`config.mk`:
```
export PLATFORM = sky130hd
export DESIGN_NAME = mrpm_ram
export DESIGN_NICKNAME = d
export VERILOG_FILES = /design/src/rtl/core/mrpm_ram.sv
export SDC_FILE = /design/constraint.sdc
export NUM_CORES = 1
export LEC_CHECK = 0
export BUFFER_PORTS_ARGS = -buffer_cell sky130_fd_sc_hd__buf_4
export CORE_AREA = 5 5 266 203
export CTS_CLUSTER_DIAMETER = 200
export DETAILED_ROUTE_END_ITERATION = 12
export DIE_AREA = 0 0 271 208
export PLACE_DENSITY = 0.57
export SLEW_MARGIN = 20
export SYNTH_ARGS = -nofsm -noshare
export SYNTH_HDL_FRONTEND = slang
export SYNTH_SLANG_ARGS = --single-unit
```
`constraint.sdc`:
```
create_clock -name clock -period 2.2 [get_ports clock]
set_input_delay 0.33 -clock clock [delete_from_list [all_inputs] [get_ports clock]]
set_output_delay 0.33 -clock clock [all_outputs]
set_load 0.005 [all_outputs]
```
`src/rtl/core/mrpm_ram.sv`:
```
module mrpm_ram #(
   parameter int WIDTH = 8,
   parameter int DEPTH = 64
) (
   input  logic                     clock,
   input  logic                     wr_en,
   input  logic [$clog2(DEPTH)-1:0] wr_addr,
   input  logic [WIDTH-1:0]         wr_data,
   input  logic [$clog2(DEPTH)-1:0] rd_addr,
   output logic [WIDTH-1:0]         rd_data
);

   logic [WIDTH-1:0] mem [DEPTH];
   logic [WIDTH-1:0] rd_data_ff;

   always_ff @(posedge clock) begin
      if (wr_en) begin
         mem[wr_addr] <= wr_data;
      end
      rd_data_ff <= mem[rd_addr];
   end

   assign rd_data = rd_data_ff;

endmodule

```
**Word level (Yosys, flattened, before mapping)**

Memory sizes are Yosys's and may differ from the RTL's. A register that Yosys moved wholly into a read port is not among the register bits.
Index checks and enable logic that the tools add are counted.

- Multiplexer cells: 2

Operators with widths:

| operator | number |
|---|---|
| 1-bit 2-to-1 mux | 2 |

- Register bits after elaboration: 0
- RAM bits: 512
- Output and inout port bits: 8
- Word-level logic and storage cells: 3
- Memories: 1

Memories:

| memory | depth | width | rd ports | clocked after memory_dff | write ports | line | text |
|---|---|---|---|---|---|---|---|
| mem | 64 | 8 | 1 | 1 | 1 | 13 | `logic [WIDTH-1:0] mem [DEPTH];` |

**Logic depth before layout (Yosys ltp)**

- Depth in word-level cells: 2
- Mapped depth: 9
- Gate-level depth less buffers: 5

**Worst setup path after synthesis**

No wires, ideal clock.

- Kind: input port to flip-flop
- Start point: input rd_addr[1]
- End point: register rd_data_ff[3], in the netlist rd_data[3] (read register of mem)
- Library setup time: 128 ps
- Arrival time: 1870 ps
- Path slack: 202 ps
- Cell stages on the path: 7
- Cells stage by stage: buf_4 -> buf_2 -> buf_2 -> mux4_2 -> mux4_2 -> o21ai_1 -> o41ai_1

RTL lines:

| what | line | text |
|---|---|---|
| from (decl) | 9 | `input logic [$clog2(DEPTH)-1:0] rd_addr,` |
| to (decl) | 14 | `logic [WIDTH-1:0] rd_data_ff;` |

==> summary.txt <==
Setup path
  • Element type at the critical path end: flip-flop
  • Arr. time, crit path: about 2600 ps
  • Worst Path Max Fanout: 1
  • Startpoint types: flip-flop
  • Kind of critical path: reg2reg
  • Reg2Reg Depth: 5
  • Worst endpoint required time: 2640 ps

Logic synthesis
  • Most numerous cell in the Yosys netlist: edfxtp_1
  • Primary FF master, synth: edfxtp_1
  • Most instantiated cells after synthesis: edfxtp_1 (512), mux4_2 (126), nor2_1 (83)
  • Top cell type's share of synthesized area: 76.2%
  • Register bit count reported by yosys: 520
  • EDFF count, synth: 512
  • Synth area leaders: edfxtp_1 (76%), mux4_2 (14%), nor2_1 (1.5%), mux2i_1 (1.1%), dfxtp_1 (0.79%)
  • Sequential area share after synthesis: 77.0%
  • Synth Cell Area: 0.0202 mm^2
  • Leading area contributor after synthesis: edfxtp_1
  • Syn avg cell area: 21.5 um^2
  • Syn. warnings: 0
  • Yosys cell types: 40
  • Asr flop ratio synth: 0%
  • Synth Instances: 940
  • Post-Syn Nets: 962

Timing
  • Relative max-transition margin: 50.1%
  • Final Cycle Share: 96.9%
  • Max-slew violation count: 0
  • RSZ-0062 raised after global routing: no
  • Tightest Pin Transition: approximately 750 ps
  • Setup-failing EPs final: 0
  • Min cycle time layout: 2130 ps
  • Final TNS setup: 0 ps
  • F_max: approximately 470 MHz
  • Clk_skew: 20.2 ps
  • Fin. Hold Viols: 0

Cells and area
  • Nets: 1142
  • Layout area overhead: 17.6%
  • Non-Filler Instances: 1824
  • N_diodes: 0
  • Share of layout cells above drive strength 1: between 30% and 40%

Floorplan
  • Die area: 0.0564 mm^2
  • Core area: 0.0511 mm^2
  • DIE WIDTH: 271 um
  • Die Y: ~210 um
  • Ports: 30
  • Initial core utilization: 39.5%
  • Rows: a little over 70

CTS
  • CTS Hold Bufs: 0
  • Clk Latency, worst-skew pair: 570 ps
  • Post-cts sizing count: 0
  • H-tree depth: 2
  • Number of setup buffers added after CTS: 0
  • CTS tree: built
  • Cts bufs inserted: 50
  • Worst-path clk slew: 70 ps
  • Clock sink count: 520
  • Clk buf depth: 3
  • Root Buffer: clkbuf_16

Global route
  • Global-route wire length before repair: 70.1 mm
  • Total track usage: 16.8%
  • GRT overflow: 0
  • Vias in the first global route: between 10000 and 15000
  • Pin count of the biggest net entering global routing: 65
  • Antenna violations before repair: 2

Placement
  • Final GP Congestion: 0.829
  • Inst Count DP: 1734
  • Port bufs: 29
  • HPWL Detailed: a little over 30 mm

Route
  • Drt drc: 0
  • Vias: a little over 10000
  • DR WL/cell: 26.2 um
  • Drt total wl: 47.8 mm
  • Starting DRT DRC Count: 1072
  • Drt pass-1 iters: 5
  • Post-route ant nets: 0
  • Detailed-route vias per instance: roughly 5.6

Power
  • Worst VDD drop: 490 uV
  • Leakage power: 0.00767 uW
  • Pwr dens: 858 mW/mm^2

Flow run
  • Max-Cap Viols: 0

Worst hold path
  • Min-delay worst type: in2reg
  • Hold-critical path depth: 3

Status
  • Outcome: finished, final reports clean
-- area by class of cell --
type	count	area, um^2
Multi-Input combinational cell	369	4320
Fill cell	4224	27400
Clock inverter	27	181
Timing Repair Buffer	179	1490
Tap cell	666	833
Sequential cell	520	15500
Clock buffer	63	1360
-- cells by family after synthesis --
family / count (synthesis) / share of synthesized area [%]
AO/OA/AOI/OAI: 54 / 2.07
buffers and inverters: 51 / 1.57
flip-flops: 520 / 77.0
multiplexers: 162 / 15.9
AND/OR/NAND/NOR: 153 / 3.39
-- critical path: stages, from the launching register on --
cell and delay (ps):
edfxtp_1 370, mux4_2 470, mux2_2 290, o221a_2 310, nor3_1 420, o32ai_1 150
-- stage by stage --
stage                     total power, uW  utilization (%)  worst slack (ps)  hold WS [ps]  cell area [um^2]
final                               20300             46.4              67.8           173             23700
after global routing                21000             46.4              14.6           141             23700
after CTS                           20600             46.4              16.9           123             23700
after detailed placement            12400             43.4              -285           733             22200
after global placement              12400             43.4              -291           725             22200
after floorplan                     11800                -               202           429             20200
-- routing by layer --
metal | vias to the layer above | routed length [um] | GRT usage [%]
li1 | 4289 | - | -
met1 | 5404 | 22500 | 26.7
met2 | 368 | 20400 | 23.5
met3 | 63 | 4130 | 4.37
met4 | 2 | 701 | 3.09
met5 | - | 13 | 0
-- registers in the layout (all words and copies together), names as in the netlist --
signal,count
mem,512
rd_data,8
-- path summary, 6_finish.rpt --
kind	slack (ps)	endpoint	from
hold reg to reg	820	rd_data[1]	mem[22][1]
setup reg to reg	70	rd_data[6]	mem[29][6]
hold / removal	170	rd_data[4]	rd_addr[5]
setup / recovery	70	rd_data[6]	mem[29][6]
-- cell usage in the layout (no fill, tap or decap), drive strengths merged, types with 3 or more instances in the layout --
master / synthesis / layout
a22oi: 3 / 3
a21oi: 3 / 3
nand3: 13 / 13
a211oi: 4 / 4
nor2: 83 / 83
nor2b: 14 / 14
clkinv: 0 / 22
nor3: 7 / 7
mux2i: 23 / 23
o21ai: 4 / 4
mux4: 126 / 126
nand2: 19 / 19
nand2b: 7 / 7
o22ai: 8 / 8
clkbuf: 17 / 64
nand3b: 3 / 3
o221ai: 8 / 8
buf: 34 / 178
edfxtp: 512 / 512
a221oi: 6 / 6
o2bb2ai: 3 / 3
dfxtp: 8 / 8
o2111ai: 3 / 3
mux2: 13 / 13
-- power by group --
group	total (uW)	switching, uW	internal (uW)
Clock	8180	3580	4600
Combinational	1160	666	490
Sequential	11000	44.9	11000
Total	20300	4290	16100
(Power assumes the default switching activity.)
