File: config.mk
export PLATFORM = sky130hd
export DESIGN_NAME = mrpm_seq
export DESIGN_NICKNAME = d
export VERILOG_FILES = /design/src/rtl/core/mrpm_pkg.sv /design/src/rtl/core/mrpm_seq.sv
export SDC_FILE = /design/constraint.sdc
export NUM_CORES = 1
export LEC_CHECK = 0
export BUFFER_PORTS_ARGS = -buffer_cell sky130_fd_sc_hd__buf_2
export CORE_AREA = 3 3 217 219
export DETAILED_ROUTE_END_ITERATION = 10
export DIE_AREA = 0 0 220 222
export PLACE_DENSITY = 0.39
export REMOVE_ABC_BUFFERS = 1
export SYNTH_ARGS = -nofsm -noshare
export SYNTH_HDL_FRONTEND = slang
export SYNTH_SLANG_ARGS = --single-unit
File: constraint.sdc
create_clock -name clock -period 8.7 [get_ports clock]
set_input_delay 0.87 -clock clock [delete_from_list [all_inputs] [get_ports clock]]
set_output_delay 0.87 -clock clock [all_outputs]
set_load 0.1 [all_outputs]
File: src/rtl/core/mrpm_pkg.sv
package mrpm_pkg;

   localparam int BUF_BYTES_DEF = 4096;
   localparam int HDR_BYTES_DEF = 8;

   localparam int POS_W = 12;
   localparam int LEN_W = 13;
   localparam int OP_W  = 2;

   localparam logic [LEN_W-1:0] RING_SIZE_RST = 13'd4096;

   localparam logic [OP_W-1:0] OP_RESERVE = 2'd0;
   localparam logic [OP_W-1:0] OP_COMMIT  = 2'd1;
   localparam logic [OP_W-1:0] OP_PEEK    = 2'd2;
   localparam logic [OP_W-1:0] OP_RELEASE = 2'd3;

   localparam logic KIND_SKIP    = 1'b0;
   localparam logic KIND_PACKAGE = 1'b1;

   typedef struct packed {
      logic [POS_W-1:0] payload_offset;
      logic [POS_W-1:0] amount;
   } res_type;

   typedef struct packed {
      logic             kind_we;
      logic             len_we;
      logic [POS_W-1:0] wpos;
      logic             wkind;
      logic [LEN_W-1:0] wlen;
      logic [POS_W-1:0] rpos;
   } mem_req_type;

   typedef struct packed {
      logic             kind;
      logic [LEN_W-1:0] len;
   } mem_rsp_type;

   // The offset is cleared only when the full amount is zero, before it is cut
   // to the width of the result.
   function automatic res_type make_res(input logic [POS_W-1:0] off,
                                        input logic [LEN_W+1:0] amt);
      res_type r;
      r.amount         = amt[POS_W-1:0];
      r.payload_offset = (amt == '0) ? '0 : off;
      return r;
   endfunction

endpackage

File: src/rtl/core/mrpm_seq.sv
module mrpm_seq #(
   parameter int HDR_BYTES = mrpm_pkg::HDR_BYTES_DEF
) (
   input  logic                        clock,
   input  logic                        reset,
   input  logic                        req_valid,
   output logic                        req_ready,
   input  logic [mrpm_pkg::OP_W-1:0]   req_op,
   input  logic [mrpm_pkg::LEN_W-1:0]  req_length,
   input  logic [mrpm_pkg::LEN_W-1:0]  ring_size,
   output logic                        res_valid,
   input  logic                        res_ready,
   output mrpm_pkg::res_type           res,
   output mrpm_pkg::mem_req_type       mem_req,
   input  mrpm_pkg::mem_rsp_type       mem_rsp
);
   import mrpm_pkg::*;

   typedef enum logic [1:0] {ST_IDLE, ST_READ, ST_RETRY, ST_HOLD} state_type;

   localparam logic [14:0]      Hdr15 = 15'(HDR_BYTES);
   localparam logic [POS_W-1:0] Hdr12 = POS_W'(HDR_BYTES);

   state_type        state_ff, state_in;
   logic [POS_W-1:0] head_ff, head_in;
   logic [POS_W-1:0] tail_ff, tail_in;
   res_type          hold_ff, hold_in;

   logic        accept;
   logic [14:0] rs15, h15, t15, len15, need15;
   logic [14:0] room_a, room_b, rel_next;
   logic        low_side, fit_a, fit_b, hdr_ok_a;
   logic [POS_W-1:0] t_b;
   logic [14:0] avail_c, cap_c, avail_l, cap_l, mlen15;
   logic        ok_c, ok_l;
   logic        res_valid_c;
   res_type     res_c;

   assign accept    = req_valid && (state_ff == ST_IDLE);
   assign req_ready = (state_ff == ST_IDLE);

   assign rs15     = {2'b0, ring_size};
   assign h15      = {3'b0, head_ff};
   assign t15      = {3'b0, tail_ff};
   assign len15    = {2'b0, req_length};
   assign need15   = Hdr15 + len15;
   assign low_side = (head_ff <= tail_ff);
   assign room_a   = rs15 - t15 - 15'd1;
   assign fit_a    = $signed(room_a) >= $signed(need15);
   assign hdr_ok_a = $signed(room_a) >= $signed(Hdr15);
   assign t_b      = low_side ? '0 : tail_ff;
   assign room_b   = h15 - {3'b0, t_b} - 15'd1;
   assign fit_b    = $signed(room_b) >= $signed(need15);
   assign rel_next = h15 + Hdr15 + len15;

   assign mlen15  = {2'b0, mem_rsp.len};
   assign avail_c = rs15 - h15 - 15'd1;
   assign ok_c    = ($signed(avail_c) >= $signed(Hdr15)) && (mem_rsp.kind == KIND_PACKAGE);
   assign cap_c   = avail_c - Hdr15;
   assign avail_l = t15 - h15;
   assign ok_l    = avail_l >= Hdr15;
   assign cap_l   = avail_l - Hdr15;

   always_comb begin
      state_in    = state_ff;
      head_in     = head_ff;
      tail_in     = tail_ff;
      hold_in     = hold_ff;
      res_valid_c = 1'b0;
      res_c       = make_res('0, '0);
      mem_req     = '0;
      mem_req.rpos = (state_ff == ST_READ) ? '0 : head_ff;

      unique case (state_ff)
         ST_IDLE: begin
            if (accept) begin
               res_valid_c = 1'b1;
               unique case (req_op)
                  OP_RESERVE: begin
                     if (low_side && fit_a) begin
                        res_c = make_res(tail_ff + Hdr12, room_a - Hdr15);
                     end else begin
                        if (low_side && hdr_ok_a) begin
                           mem_req.kind_we = 1'b1;
                           mem_req.wpos    = tail_ff;
                           mem_req.wkind   = KIND_SKIP;
                        end
                        if (!(low_side && head_ff == '0)) begin
                           tail_in = t_b;
                           if (fit_b) begin
                              res_c = make_res(t_b + Hdr12, room_b - Hdr15);
                           end
                        end
                     end
                  end
                  OP_COMMIT: begin
                     if (req_length != '0) begin
                        mem_req.kind_we = 1'b1;
                        mem_req.len_we  = 1'b1;
                        mem_req.wpos    = tail_ff;
                        mem_req.wkind   = KIND_PACKAGE;
                        mem_req.wlen    = req_length;
                        tail_in = tail_ff + Hdr12 + req_length[POS_W-1:0];
                     end
                  end
                  OP_PEEK: begin
                     res_valid_c = 1'b0;
                     state_in    = ST_READ;
                  end
                  OP_RELEASE: begin
                     head_in = (rel_next >= rs15) ? '0 : rel_next[POS_W-1:0];
                  end
                  default: begin
                     res_valid_c = 1'b0;
                  end
               endcase
            end
         end
         ST_READ: begin
            if (low_side) begin
               res_valid_c = 1'b1;
               if (ok_l) begin
                  res_c = make_res(head_ff + Hdr12, (cap_l < mlen15) ? cap_l : mlen15);
               end
            end else if (ok_c) begin
               res_valid_c = 1'b1;
               res_c = make_res(head_ff + Hdr12, (cap_c < mlen15) ? cap_c : mlen15);
            end else begin
               head_in  = '0;
               state_in = ST_RETRY;
            end
         end
         ST_RETRY: begin
            res_valid_c = 1'b1;
            if (ok_l) begin
               res_c = make_res(head_ff + Hdr12, (cap_l < mlen15) ? cap_l : mlen15);
            end
         end
         ST_HOLD: begin
            res_valid_c = 1'b1;
            res_c       = hold_ff;
            if (res_ready) begin
               state_in = ST_IDLE;
            end
         end
         default: begin
            state_in = ST_IDLE;
         end
      endcase

      if (res_valid_c && state_ff != ST_HOLD) begin
         if (res_ready) begin
            state_in = ST_IDLE;
         end else begin
            hold_in  = res_c;
            state_in = ST_HOLD;
         end
      end
   end

   assign res_valid = res_valid_c;
   assign res       = res_c;

   always_ff @(posedge clock) begin
      if (reset) begin
         state_ff <= ST_IDLE;
         head_ff  <= '0;
         tail_ff  <= '0;
      end else begin
         state_ff <= state_in;
         head_ff  <= head_in;
         tail_ff  <= tail_in;
      end
      hold_ff <= hold_in;
   end

   a_read_after_peek: assert property (@(posedge clock) disable iff (reset)
      state_ff == ST_READ |-> $past(req_valid && req_ready && req_op == OP_PEEK))
      else $error("Header read state entered without a peek item.");

   a_retry_from_zero: assert property (@(posedge clock) disable iff (reset)
      state_ff == ST_RETRY |-> head_ff == '0 && $past(state_ff == ST_READ))
      else $error("Peek retry does not start at offset zero.");

   a_write_only_idle: assert property (@(posedge clock) disable iff (reset)
      (mem_req.kind_we || mem_req.len_we) |-> state_ff == ST_IDLE && accept)
      else $error("Header write outside an accepted item.");

   a_stall_holds: assert property (@(posedge clock) disable iff (reset)
      res_valid && !res_ready |=> state_ff == ST_HOLD && hold_ff == $past(res))
      else $error("Stalled result was not held.");

endmodule

=== Word-level counts from Yosys, hierarchy flattened ===
Cells that the tools add are included.

* Bits of input ports: 46
* Register bits: 50
* Output and inout bits: 66

* Muxes and demuxes: 51
* Magnitude comparators: 9
* Add/subtract/negate cells: 18
* Eq/ne operators: 19
* Reductions and logical operators: 22
* Bitwise operators: 1

{| class="wikitable"
|+ Operator list
! operator !! count
|-
| 24-bit two-way mux || 8
|-
| 12-bit two-way mux || 14
|-
| 24-bit one-hot mux with 4 select lines || 1
|-
| 28-bit two-way mux || 3
|-
| 15-bit logical NOT || 4
|-
| 12-bit one-hot mux with 2 select lines || 2
|-
| 13-bit two-way mux || 3
|-
| 12-bit by 4-bit adder with 12-bit output (second input constant) || 3
|-
| 15-bit by 5-bit >= comparator with 1-bit output (second input constant) || 2
|-
| 15-bit by 13-bit less-than comparator with 1-bit output || 2
|-
| 15-bit two-way mux || 2
|-
| 14-bit by 2-bit subtractor with 15-bit output (second input constant) || 2
|-
| 15-bit by 4-bit subtractor with 15-bit output (second input constant) || 2
|-
| 13-bit by 12-bit subtractor with 14-bit output || 2
|-
| 13-bit one-hot mux with 2 select lines || 1
|-
| 12-bit by 12-bit subtractor with 13-bit output || 2
|-
| 14-bit by 15-bit >= comparator with 1-bit output || 1
|-
| 15-bit >= comparator || 1
|-
| 15-bit by 4-bit >= comparator with 1-bit output (second input constant) || 1
|-
| 14-bit by 5-bit subtractor with 15-bit output (second input constant) || 1
|-
| 13-bit by 13-bit adder with 14-bit output || 1
|-
| 4-bit by 13-bit adder with 14-bit output (first input constant) || 1
|-
| 14-bit by 13-bit >= comparator with 1-bit output || 1
|-
| 2-bit two-way mux || 7
|-
| 27 further kinds || 53
|}

=== Longest topological paths before layout ===
Gate-level depths: netlist of run 1.

* Depth in word-level cells: 13
* Depth in mapped cells: 34
* Gate-level depth less buffers: 31

=== Worst setup path before layout of run 1 ===
OpenSTA, ideal clock, no wires.

* Path type: flip-flop to output port
* Start: register head_ff[1]
* End: output port res[3] in the netlist's numbering
* Arrival: 8.364 ns
* Cell stages (with the launch flop): 33
* Slack: -0.534 ns
* Path through: dfxtp_1 -> inv_1 -> ha_1 -> nor2b_1 -> o31ai_1 -> a21oi_1 -> o21ai_0 -> a21oi_1 -> clkbuf_1 -> nor2_1 -> ha_1 -> inv_1 -> fa_1 -> a211oi_1 -> nor2_1 -> xor2_1 -> or3_1 -> clkbuf_1 -> or3_1 -> xnor2_1 -> ha_1 -> nand4_1 -> nor2_1 -> o21ai_0 -> a21oi_1 -> o41ai_1 -> inv_1 -> nand2_1 -> o2111ai_1 -> a32oi_1 -> nor2_1 -> a22oi_1 -> o21ai_0

{| class="wikitable"
|+ RTL lines
! what !! RTL line !! RTL
|-
| start, declared || mrpm_seq.sv:25 || <nowiki>logic [POS_W-1:0] head_ff, head_in;</nowiki>
|-
| start signal, assigned || mrpm_seq.sv:171 || <nowiki>head_ff <= head_in;</nowiki>
|-
| end, declared || mrpm_seq.sv:13 || <nowiki>output mrpm_pkg::res_type res,</nowiki>
|}

==> results of run 1 <==
-- worst max path at each step --
stage	slack, ps	to	cells past startpoint	from
5_1_grt	-40	res[12]	33	head_ff[8]
6_report	400	res[0]	26	head_ff[1]
3_3_place_gp	380	res[0]	26	head_ff[1]
2_1_floorplan	-440	res[3]	30	head_ff[1]
3_5_place_dp	270	res[1]	27	head_ff[1]
4_1_cts	50	res[1]	27	head_ff[1]
-- registers in the layout, summed over array words and instances (netlist names) --
name / flops
tail_ff: 12
state_ff: 2
head_ff: 12
hold_ff: 24
-- layer usage --
metal	track usage, %	share of wire [%]
met1	28.9	47
met2	33.4	45
met3	2.37	4.4
met4	5.65	3.2
met5	0	0
-- power breakdown --
part | switching (mW) | total [mW] | leakage [nW] | internal [mW]
clock | 0.115 | 0.225 | 0.0759 | 0.111
combinational | 1.36 | 2.10 | 5.21 | 0.738
sequential | 0.0116 | 0.289 | 0.444 | 0.277
-- final cells by class --
type                    instances  area, um^2
clock buffers                   5         125
repair buffers                179        1350
well taps                     600         751
flip-flops and latches         50        1240
multi-input cells            1268        9450
clock inverters                 3        28.8
inverters                     120         450
fillers                      4996       31900
-- stage by stage --
stage / setup TNS [ps] / hold slack, ps / total power, mW
after floorplan: -632 / 550 / 1.66
after global placement: 0 / 658 / 2.33
after detailed placement: 0 / 666 / 2.33
after CTS: 0 / 687 / 2.57
after global routing: -69.1 / 685 / 2.81
final: 0 / 664 / 2.61
-- cell families after synthesis --
kind of cell	Yosys count
flip-flops	50
adder cells (fa/ha/maj)	169
AND/OR/NAND/NOR	517
XOR/XNOR	126
buffers and inverters	175
multiplexers	17
AO/OA/AOI/OAI	439
-- cell usage after synthesis, types with 11 or more instances --
library cell	n	area share (%)
sky130_fd_sc_hd__o2111ai_1	11	0.86
sky130_fd_sc_hd__a22oi_1	12	0.80
sky130_fd_sc_hd__nand4_1	26	1.4
sky130_fd_sc_hd__o21a_1	18	1.2
sky130_fd_sc_hd__xor2_1	37	2.9
sky130_fd_sc_hd__nor3_1	47	2.1
sky130_fd_sc_hd__a211oi_1	16	1.1
sky130_fd_sc_hd__nand2b_1	25	1.4
sky130_fd_sc_hd__and3_1	16	0.89
sky130_fd_sc_hd__nand3_1	57	2.5
sky130_fd_sc_hd__a31oi_1	11	0.61
sky130_fd_sc_hd__inv_1	120	4.0
sky130_fd_sc_hd__xnor2_1	87	6.8
sky130_fd_sc_hd__o211ai_1	23	1.5
sky130_fd_sc_hd__ha_1	163	18
sky130_fd_sc_hd__and2_1	33	1.8
sky130_fd_sc_hd__nor4_1	17	0.95
sky130_fd_sc_hd__or3_1	13	0.72
sky130_fd_sc_hd__clkbuf_1	45	1.5
sky130_fd_sc_hd__nand3b_1	11	0.73
sky130_fd_sc_hd__o21ai_0	72	3.2
sky130_fd_sc_hd__nor2b_1	26	1.4
sky130_fd_sc_hd__dfxtp_1	26	4.6
sky130_fd_sc_hd__nor2_1	108	3.6
sky130_fd_sc_hd__a21o_1	37	2.5
sky130_fd_sc_hd__a22o_1	18	1.4
sky130_fd_sc_hd__nand2_1	87	2.9
sky130_fd_sc_hd__edfxtp_1	24	6.4
sky130_fd_sc_hd__a21oi_1	89	4.0
-- timing repair --
| action | 4_1_cts | 5_1_grt |
|---|---|---|
| setup endpoints to repair | 14 | 24 |
| buffers inserted | 0 | 1 |
| resized for setup | 4 | 29 |
| pin swaps | 0 | 5 |
-- worst reg2reg max path: cells and delay by family (launching register included) --
family                     cells  cell delay, ps
AOI/OAI and AO/OA             12            3170
and+or+nand+nor                7            2010
adders and majority gates      3             930
buffers and inverters          3             430
DFF                            1             330
-- placed cells by master, fill, tap and decap left out, drive strengths merged, types with 9 or more instances in the layout --
cell / n
o22ai: 9
and3: 16
a21boi: 9
and2: 35
nand2b: 25
mux2i: 9
a22o: 18
o21ai: 78
a21o: 37
or3: 14
a221oi: 9
a22oi: 12
a222oi: 10
inv: 121
ha: 163
nand3b: 11
nand3: 57
nor4: 17
a2111oi: 9
o31ai: 10
nand4: 27
nor3: 51
a31oi: 11
buf: 177
o2111ai: 11
edfxtp: 24
o21a: 18
a211oi: 20
nor2: 108
a21oi: 89
xor2: 37
nor2b: 26
or4: 9
dfxtp: 26
xnor2: 88
nand2: 87
o211ai: 23
==> results, run 1 <==
- In this run, placement finished with an instance count of between 2000 and 2500.
- In this run the mean area of a mapped cell was roughly 7.5 um^2.
- The worst setup path category is reg -> out.
- The endpoint arrival time on the critical path is between 7000 and 8000 ps.
- The instance area after placement is approximately 13000 um^2.
- The number of library cell types mapped by synthesis is ~90.
- The worst-skew pair later-pin latency is 310 ps.
- Synthesis inferred 50 register bits.
- The path type of the worst min-delay path is reg -> reg.
- The worst-case IR drop observed on VDD is 117 uV.
- The maximum clock rate is 120 MHz.
- The number of instances on the worst hold path is 2.
- The cell row count is 78.
- The count of buffers from port buffering is 111.
- For this run, the post-layout net count is roughly 1800.
- The endpoint of the lowest-slack register-to-register path is hold_ff[0].
- Entering global routing, the biggest net connects 25 pins.
- The number of antenna-violating nets in the routed design is 0.
- The first global-routing pass estimated 76500 um of wire.
- The final routed wire length divided by cell count is 23.0 um.
- The effective utilization at floorplan is 24.8%.
- In the routed design, unresolved DRC markers number 0.
- The dominant cell type by count on the critical path is sky130_fd_sc_hd__ha_1.
- Once layout is done, the placed cells without fillers occupy 13400 um^2.
- The total wirelength of the detailed-routed design is about 51000 um.
- The number of enable-type register cells in the synthesized netlist is 24.
- The vias after detailed routing is 12096.
- Of the available clock period, the critical path in the final layout requires 95.4%.
- For this run, the leading register cell type out of synthesis is sky130_fd_sc_hd__dfxtp_1.
- The post-layout worst setup margin is 399 ps.
- The post-synth design cell area is approximately 11000 um^2.
- The die area is 48800 um^2.
- The critical path contains buffers and inverters numbering 4 combined.
- The required arrival time at the worst endpoint is roughly 8000 ps.
- In this run the horizontal extent of the chip is 220 um.
- Across all register-to-register paths, the minimum setup slack is approximately 1600 ps.
- After the first detailed-routing iteration, the DRC count stood at between 800 and 900.
- The number of cells on the worst reg-to-reg path is 25.
- Clock tree synthesis inserted a total of 5 buffers.
- After layout, the minimum clock period comes to 8300 ps.
- The post-synthesis async set-or-reset flop share is 0%.
- The compound-gate portion of the synthesized area is 27.7%.
- Synthesis handed over a netlist of roughly 1500 instances.
- The HPWL after detailed placement is 43300 um.
- The proportion of layout cells with a drive suffix above 1 is 15.3%.
- The delay of the slowest cell on the worst path is about 530 ps.
- The post-synthesis sequential area ratio is about 11%.
- The overall fraction of global-route tracks in use is around 20%.
- The total leakage power is 5.73 nW.
- On the final layout, the worst clock skew is 9.33 ps.
- No sink is reached through more buffers than the 2 on the longest clock path.
- The final count of pins violating max slew is 0.
- The adder-cell area share of the yosys netlist is 19.2%.
- In this run the critical register-to-register path is launched from head_ff[1].
- CTS built an H-tree with a depth of 2.
- The pin slew with the least headroom to its limit is 1180 ps.
- The core utilization of the finished layout is 29.6%.
- The mux cell area share after synthesis is 1.60%.
- 0 antenna diodes ended up in the layout.
- The total grt overflow is 0.
- Of the total synthesized cell area, the portion taken by XOR and XNOR cells is 10.1%.
- Excluding fillers, the count of instances in the completed layout stands at 2225.
- Power spread over the standard cell area amounts to ~200 nW/um^2.
- The via count of the first global-routing pass is 11770.
- The number of search-and-repair iterations in the first detailed-routing pass is 5.
- The simple-gate share of the synthesized area is between 20% and 30%.
- In this run the count of I/O pins placed on the die edge is 112.
- The cell with the largest stage delay on the worst path is sky130_fd_sc_hd__or4bb_1.
- STA classifies the critical path endpoint as a primary output.
- In this run the worst path has a maximum fanout of 9.
- Clock tree synthesis selected as its root buffer the cell sky130_fd_sc_hd__clkbuf_16.
- The average vias per placed instance is 5.44.
- The total count of hold-check failures in the final report is 0.
- In this run the most critical hold path is launched from hold_ff[12].
- In this run the standard cell core region covers 45300 um^2.
- Clock-pin slew was measured on the worst setup and hold paths at 80 ps.
- Measured against its own limit, the worst slew margin works out to 20.9%.
- Compared with the post-synthesis result, the final layout area differs by 19.2%.
- The number of buffers inserted by hold repair at cts is 0.
- The final setup violation count is 0.
- The worst min-delay path endpoint is hold_ff[12].
- For this run, the number of Yosys warnings is 0.
- By area, the combinational part of the netlist is dominated by compound AO/OA/AOI/OAI gates.
- The gate family responsible for the most delay along the worst path is compound AO/OA/AOI/OAI gates.
- The flow ran to the end, and the final reports show no timing, DRC or antenna violations.
- Before CTS, the worst setup slack after placement is around 270 ps.
- Counting every sink on the clock net gives 50.
- The max-capacitance violation count is 0.
- The nature of the critical path startpoint is a flip-flop.
- Measured along the y axis, the die boundary spans ~220 um.
- The number of antenna violations at the first check in global routing was 0.
- The clock tree from TritonCTS is yes.
- The congestion estimate from routability-driven global placement came to slightly below 0.9.
Power figures use the tool's default switching activity.
==> run 2, diff against run 1 <==
CORE_AREA = 3 3 141 143   (was 3 3 217 219)
DIE_AREA = 0 0 144 146   (was 0 0 220 222)
PLACE_DENSITY = 0.79   (was 0.39)
==> run 2 against run 1 <==
Critical path depth rose by 6. Register-to-register slack got worse by 130 ps. Final area fell by 4.2%. Critical endpoint is now res[12]. Sequential share of layout area rose by 0.41 points.
==> results, run 2 (synthesis results as in run 1) <==
- The kind of cell with the highest combined delay along the critical path is compound AO/OA/AOI/OAI gates.
- The average vias per placed instance is 6.89 (+27%).
- The number of antenna-violating nets in the routed design is 0 (unchanged).
- The fill cell total of the finished layout is 1627 (-67%).
- The critical path startpoint is head_ff[9].
- The minimum period implied by the final worst setup slack was 8380 ps (+78.1 ps).
- The half-perimeter wire length of the detailed placement result was 37200 um (-14%).
- The die boundary width is 144 um (-35%).
- The maximum number of pins on one net before global-route repair is 25 (unchanged).
- The endpoint arrival time on the critical path is 7510 ps (+80 ps).
- The areal power density over the cells was 202 nW/um^2 (+3.5%).
- The cell row count is 50 (-36%).
- The final routed wire length divided by cell count is 24.7 um (+7.1%).
- The final non-filler cell total is 1848 (-17%).
- The H-tree depth is 2 (unchanged).
- The number of antenna violations at the first check in global routing is 3 (+3).
- The post-placement worst setup slack is 436 ps (+169 ps).
- The post-layout worst setup margin is 321 ps (-78.1 ps).
- The nature of the critical path startpoint is a flip-flop.
- The number of cells on the worst reg-to-reg path was 31 (+24%).
- The total leakage power is 5.65 nW (-1.4%).
- The worst register-to-register path begins at head_ff[9].
- The vertical die dimension is 146 um (-34%).
- The commonest non-fill, non-tap cell in the layout is sky130_fd_sc_hd__ha_1.
- The cell count after placement is 1838 (-17%).
- The cell with the largest stage delay on the worst path is sky130_fd_sc_hd__or3_4.
- The path with the worst hold slack has its endpoint at head_ff[9].
- Ranked by flip-flop count, first place goes to hold_ff.
- The number of remaining DRC errors is 0 (unchanged).
- The max-capacitance violation count is 0 (unchanged).
- The total wirelength of the detailed-routed design is 45600 um (-11%).
- The number of instances on the worst hold path is 1 (-1).
- The proportion of layout cells with a drive suffix above 1 was 14.5% (-0.75 points).
- The largest registers in the layout are hold_ff: 24 flops, head_ff: 12 flops, tail_ff: 12 flops.
- The effective utilization at floorplan was 60.1% (+35 points).
- The run finished with clean final reports.
- The total met2 wirelength after detailed routing is 19300 um (-17%).
- In this run the most critical hold path is launched from head_ff[9].
- The clock root buffer is sky130_fd_sc_hd__clkbuf_16.
- The final setup violation count is 0 (unchanged).
- The worst setup skew after layout is 12.3 ps (+2.97 ps).
- The final count of pins violating max slew was 0 (unchanged).
- The delay of the slowest cell on the worst path is 460 ps (-70 ps).
- The TritonCTS sink count was 50 (unchanged).
- The total power after layout is 2.59 mW (-0.84%).
- In this run the worst hold path is classified as reg -> reg.
- The CTS clock-pin slew for the worst setup and hold paths is 80 ps (about the same).
- The wire length on met3 is 5950 um (+160%).
- The maximum resistive drop on vdd came to 108 uV (-8.0%).
- The required arrival time at the worst endpoint is 7830 ps (about the same).
- The topmost layer with routed signal wires is met5.
- The number of search-and-repair iterations in the first detailed-routing pass is 9 (+4).
- The number of buffer and inverter stages on the critical path came to 5 (+1).
- The total count of hold-check failures in the final report is 0 (unchanged).
- The global-route wire length before repair was 68000 um (-11%).
- The sort of element at the end of the critical path is a primary output.
- TritonCTS built the clock tree.
- The critical path is of the reg -> out type.
- The final-stage net count is 1826 (-0.71%).
- The number of flip-flops in the largest register is 24 (unchanged).
- The placer's final routability congestion estimate is 1.15 (+29%).
- The max-slew headroom at the worst pin is 35.4% (+15 points).
- The starting DRC count in detailed routing is 1639 (+99%).
- The maximum fanout along the worst path came to 11 (+2).
- The dominant cell type by count on the critical path is sky130_fd_sc_hd__a21oi_1.
- The core utilization of the finished layout is 68.6% (+39 points).
- The pin slew with the least headroom to its limit is 968 ps (-213 ps).
- The total grt overflow is 0 (unchanged).
- The maximum count of clock buffers along a single path is 2 (unchanged).
- The count of buffers from port buffering is 111 (unchanged).
- The endpoint of the lowest-slack register-to-register path is hold_ff[12].
- The vias after detailed routing is 12724 (+5.2%).
- The routed metal-1 wire length is 17300 um (-28%).
- From synthesis to final layout, the design area changed by 14.2%.
- The count of boundary I/O pins is 112 (unchanged).
- The die area is 21000 um^2 (-57%).
- The overall fraction of global-route tracks in use is 41.8% (+21 points).
- The area of the core came to 18700 um^2 (-59%).
- The register-to-register path setup slack came to 1430 ps (-130 ps).
- The total CTS buffers is 5 (unchanged).
- The worst-skew pair later-pin latency is 310 ps (about the same).
- The via count of the first global-routing pass is 11732 (-0.32%).
- The library cells used most frequently in the layout, excluding fill and tap cells, are sky130_fd_sc_hd__ha_1 (159), sky130_fd_sc_hd__inv_1 (117), sky130_fd_sc_hd__nor2_1 (108).
- The maximum clock rate is 119 MHz (-0.93%).
- The number of buffers inserted by post-CTS setup repair is 0 (unchanged).
- The final critical-path share of the clock period is 96.3% (+0.90 points).
run 2: changes by cell type in the layout (fill, tap and decap cells not counted), sizes merged:
cell	previous run	this run
buf	177	164
clkbuf	7	10
clkinv	2	0
diode	0	2
inv	121	120
run 2: how the worst max path moves through the flow:
stage	end	cells after the start	slack, ps
global placement	res[0]	27	640
floorplan	res[3]	30	-440
global route	res[12]	31	-30
CTS	res[0]	27	70
detailed placement	res[12]	31	440
finish	res[12]	32	320
run 2: through the flow:
step | hold WS [ps] | TNS (ps) | area, um^2
2_1_floorplan | 550 | -632 | 11000
3_3_place_gp | 650 | 0 | 12600
3_5_place_dp | 668 | 0 | 12600
4_1_cts | 683 | 0 | 12700
5_1_grt | 623 | -46.7 | 12800
6_report | 631 | 0 | 12800
run 2: power breakdown:
group / internal [mW] / switching (mW)
sequential: 0.277 / 0.0131
combinational: 0.721 / 1.34
clock: 0.133 / 0.106
total: 1.13 / 1.46
run 2: per-layer routing:
metal  vias to the layer above  GRT usage (%)
met5                         -              0
met4                         2           21.3
li1                       5821              -
met3                       177           13.0
met2                       860           61.7
met1                      5864           54.3
run 2: cell type report:
| class | instances | area [um^2] | area share, % |
|---|---|---|---|
| tap | 234 | 293 | 2.28 |
| antenna | 2 | 5.00 | 0.0390 |
| timing repair buffer | 166 | 1240 | 9.69 |
| sequential | 50 | 1240 | 9.69 |
| inverter | 120 | 450 | 3.51 |
| multi-input combinational | 1268 | 9440 | 73.5 |
| clock buffer | 8 | 168 | 1.31 |
run 2: repair_timing:
action	in CTS	in global routing
gates resized for setup	0	29
endpoints found under the setup margin	0	24
hold buffers	0	0
==> run 3, diff against run 2 <==
CTS_BUF_LIST = sky130_fd_sc_hd__clkbuf_4   (was default)
SETUP_SLACK_MARGIN = 0.2   (was default)
==> run 3 against run 2 <==
Die area unchanged. Critical path depth down 1. Critical path type unchanged. Clock skew up 19 ps. Register-to-register slack better by 130 ps. Fmax down 0.23%. Non-clock buffer count up 7. Routed wire length up 0.82%. Power down 0.83%. Clock-buffer cell count down 2. First-iteration DRC count up 7.0%. Final cell count up 0.38%.
==> results, run 3 (synthesis results as in run 1) <==
- The TritonCTS sink count was 50 (unchanged).
- The flow ran to the end, and the final reports show no timing, DRC or antenna violations.
- The total area of multi-input combinational cells is 9560 um^2 (+1.3%).
- More flip-flops sit in one register than any other, and that register is hold_ff.
- The number of flip-flops in the largest register came to 24 (unchanged).
- The via count of the first global-routing pass is 11735 (+0.026%).
- The cell with the largest stage delay on the worst path is sky130_fd_sc_hd__ha_1.
- The effective utilization at floorplan is 60.1% (unchanged).
- The minimum period implied by the final worst setup slack came to 8400 ps (+19.0 ps).
- The areal power density over the cells came to 199 nW/um^2 (-1.6%).
- The net switching fraction of the power is 57.5% (+1.2 points).
- The final routed wire length divided by cell count is 24.8 um (+0.44%).
- The vertical die dimension is 146 um (unchanged).
- In this run the most critical hold path is launched from head_ff[9].
- Leaving out fill and tap cells, the most frequent cells in the layout are sky130_fd_sc_hd__ha_1 (157), sky130_fd_sc_hd__inv_1 (116), sky130_fd_sc_hd__nor2_1 (108).
- The max-slew headroom at the worst pin was 37.4% (+1.9 points).
- The placer's final routability congestion estimate was 1.15 (unchanged).
- The maximum clock rate came to 119 MHz (-0.23%).
- The total count of hold-check failures in the final report is 0 (unchanged).
- The fill cell total of the finished layout came to 1619 (-0.49%).
- The startpoint identified for the worst register-to-register timing path is head_ff[4].
- The total leakage power was 5.70 nW (+0.78%).
- The H-tree depth is 2 (unchanged).
- The maximum count of clock buffers along a single path is 2 (unchanged).
- The global-route wire length before repair is 68400 um (+0.53%).
- The total wirelength of the detailed-routed design is 46000 um (+0.82%).
- The total area of sequential cells came to 1250 um^2 (+0.50%).
- The relative contribution of combinational cells to total power is 82.5% (+2.9 points).
- The sort of element at the end of the critical path is a primary output.
- The delay of the slowest cell on the worst path was 530 ps (+70 ps).
- The area growth from synthesis to layout is 15.2%.
- The number of buffer and inverter stages on the critical path is 5 (unchanged).
- The count of buffers from port buffering is 111 (unchanged).
- The maximum resistive drop on vdd is 120 uV (+12%).
- The maximum number of pins on one net before global-route repair is 25 (unchanged).
- The largest registers in the layout are hold_ff: 24 flops, head_ff: 12 flops, tail_ff: 12 flops.
- The commonest non-fill, non-tap cell in the layout is sky130_fd_sc_hd__ha_1.
- The power share of the sequential group is 11.3% (about the same).
- The vias after detailed routing was 12875 (+1.2%).
- The number of search-and-repair iterations in the first detailed-routing pass is 7 (-2).
- The maximum fanout along the worst path is 10 (-1).
- The worst min-delay path endpoint is head_ff[9].
- The overall fraction of global-route tracks in use is 41.9% (+0.13 points).
- The cell row count is 50 (unchanged).
- The setup TNS was 0 ps (unchanged).
- The final setup violation count is 0 (unchanged).
- The CTS clock-pin slew for the worst setup and hold paths is 190 ps (+110 ps).
- The endpoint arrival time on the critical path is 7530 ps (+20 ps).
- The number of instances on the worst hold path came to 1 (unchanged).
- The count of boundary I/O pins was 112 (unchanged).
- The die boundary width was 144 um (unchanged).
- By instance count, the cell type seen most on the critical path is sky130_fd_sc_hd__ha_1.
- The number of cells on the worst reg-to-reg path is 30 (-3.2%).
- The number of antenna violations at the first check in global routing came to 2 (-1).
- The worst setup path category is reg -> out.
- The worst setup skew after layout is 31.2 ps (+18.9 ps).
- The max-capacitance violation count is 0 (unchanged).
- Broken down by cell family, the worst path's largest delay share belongs to compound AO/OA/AOI/OAI gates.
- The final critical-path share of the clock period is 96.5% (+0.22 points).
- The pin slew with the least headroom to its limit was 939 ps (-29.0 ps).
- The starting DRC count in detailed routing is 1754 (+7.0%).
- The area of the core is 18700 um^2 (unchanged).
- In this run the critical register-to-register path is captured at hold_ff[12].
- The final count of pins violating max slew is 0 (unchanged).
- The register-to-register path setup slack was 1560 ps (+130 ps).
- The final-stage net count came to 1833 (+0.38%).
- The total CTS buffers is 5 (unchanged).
- The core utilization of the finished layout is 69.2% (+0.56 points).
- The number of antenna-violating nets in the routed design is 0 (unchanged).
- The final hold slack is 627 ps (-3.60 ps).
- The part of the total power dissipated in the clock network came to 6.2% (-3.0 points).
- The cell sitting at the root of the clock tree is a sky130_fd_sc_hd__clkbuf_4.
- The number of buffers inserted by hold repair at cts came to 0 (unchanged).
- The average vias per placed instance is 6.94 (+0.80%).
- The total power after layout is 2.57 mW (-0.83%).
- The required arrival time at the worst endpoint is 7830 ps (about the same).
- The internal power consumption is 1.09 mW (-3.6%).
- The proportion of layout cells with a drive suffix above 1 is 16.3% (+1.8 points).
- The half-perimeter wire length of the detailed placement result is 37200 um (unchanged).
- The total grt overflow was 0 (unchanged).
- The worst-skew pair later-pin latency came to 440 ps (+130 ps).
- The number of remaining DRC errors was 0 (unchanged).
- The post-layout worst setup margin was 302 ps (-19.0 ps).
- The post-placement worst setup slack was 436 ps (unchanged).
- The die area was 21000 um^2 (unchanged).
- The min-delay analysis places its worst path in the category reg -> reg.
- TritonCTS built the clock tree.
- The nature of the critical path startpoint is a flip-flop.
- Setup repair after global routing left no endpoint under its margin.
- The reported net switching power is 1.48 mW (+1.3%).
run 3: changes by cell type in the layout (fill, tap and decap cells not counted), moves of 3 or more:
cell,previous run,this run
sky130_fd_sc_hd__a21oi_1,89,85
sky130_fd_sc_hd__a21oi_2,0,4
sky130_fd_sc_hd__buf_4,55,63
sky130_fd_sc_hd__clkbuf_16,6,0
sky130_fd_sc_hd__clkbuf_4,2,8
sky130_fd_sc_hd__xnor2_1,86,83
sky130_fd_sc_hd__xnor2_2,0,3
run 3: timing repair:
action	CTS	global route
pin swaps	0	6
hold endpoints to repair	0	0
setup endpoints to repair	23	24
setup buffers	0	7
resized for setup	10	48
run 3: worst register-to-register path: cells and delay by family (launching register included):
family                   cells  cell delay [ps]
AO/OA/AOI/OAI               16             3160
AND/OR/NAND/NOR              6             1330
XOR/XNOR                     1              150
buffers and inverters        4              660
flip-flops                   1              400
adder cells (fa/ha/maj)      3             1200
run 3: area by class of cell:
class	count	area share [%]
diodes	2	0.0387
multi-input cells	1268	73.9
inverters	120	3.54
well taps	234	2.26
clock inverters	2	0.261
repair buffers	173	10.0
flip-flops and latches	50	9.66
clock buffers	6	0.348
run 3: worst max-delay path by stage:
stage / start / to / slack (ps) / depth (start not counted)
after global placement: head_ff[9] / res[0] / 640 / 27
after detailed placement: head_ff[9] / res[12] / 440 / 31
after floorplan: head_ff[1] / res[3] / -440 / 30
after CTS: head_ff[8] / res[0] / 200 / 28
after global routing: head_ff[4] / res[12] / 90 / 31
final: head_ff[4] / res[12] / 300 / 31
run 3: routing by layer:
metal | part of all wire [%] | wire length, um | track usage, % | up-vias
met3 | 13 | 6050 | 11.6 | 196
met5 | 0 | 0 | 0 | -
met4 | 6.5 | 2980 | 21.3 | 0
li1 | - | - | - | 5846
met1 | 38 | 17500 | 55.5 | 5920
met2 | 42 | 19500 | 61.8 | 913
run 3: power by group through the flow:
stage               combinational, mW  clock, mW  sequential, mW
floorplan                        1.36          0           0.296
global placement                 1.93          0           0.294
detailed placement               1.95          0           0.294
CTS                              1.98      0.154           0.289
global route                     2.25      0.161           0.291
finish                           2.12      0.159           0.290
run 3: through the flow:
step	cell area, um^2	instances
finish	12900	1855
global route	12900	1855
CTS	12700	1846
detailed placement	12600	1838
global placement	12600	1838
floorplan	11000	1438
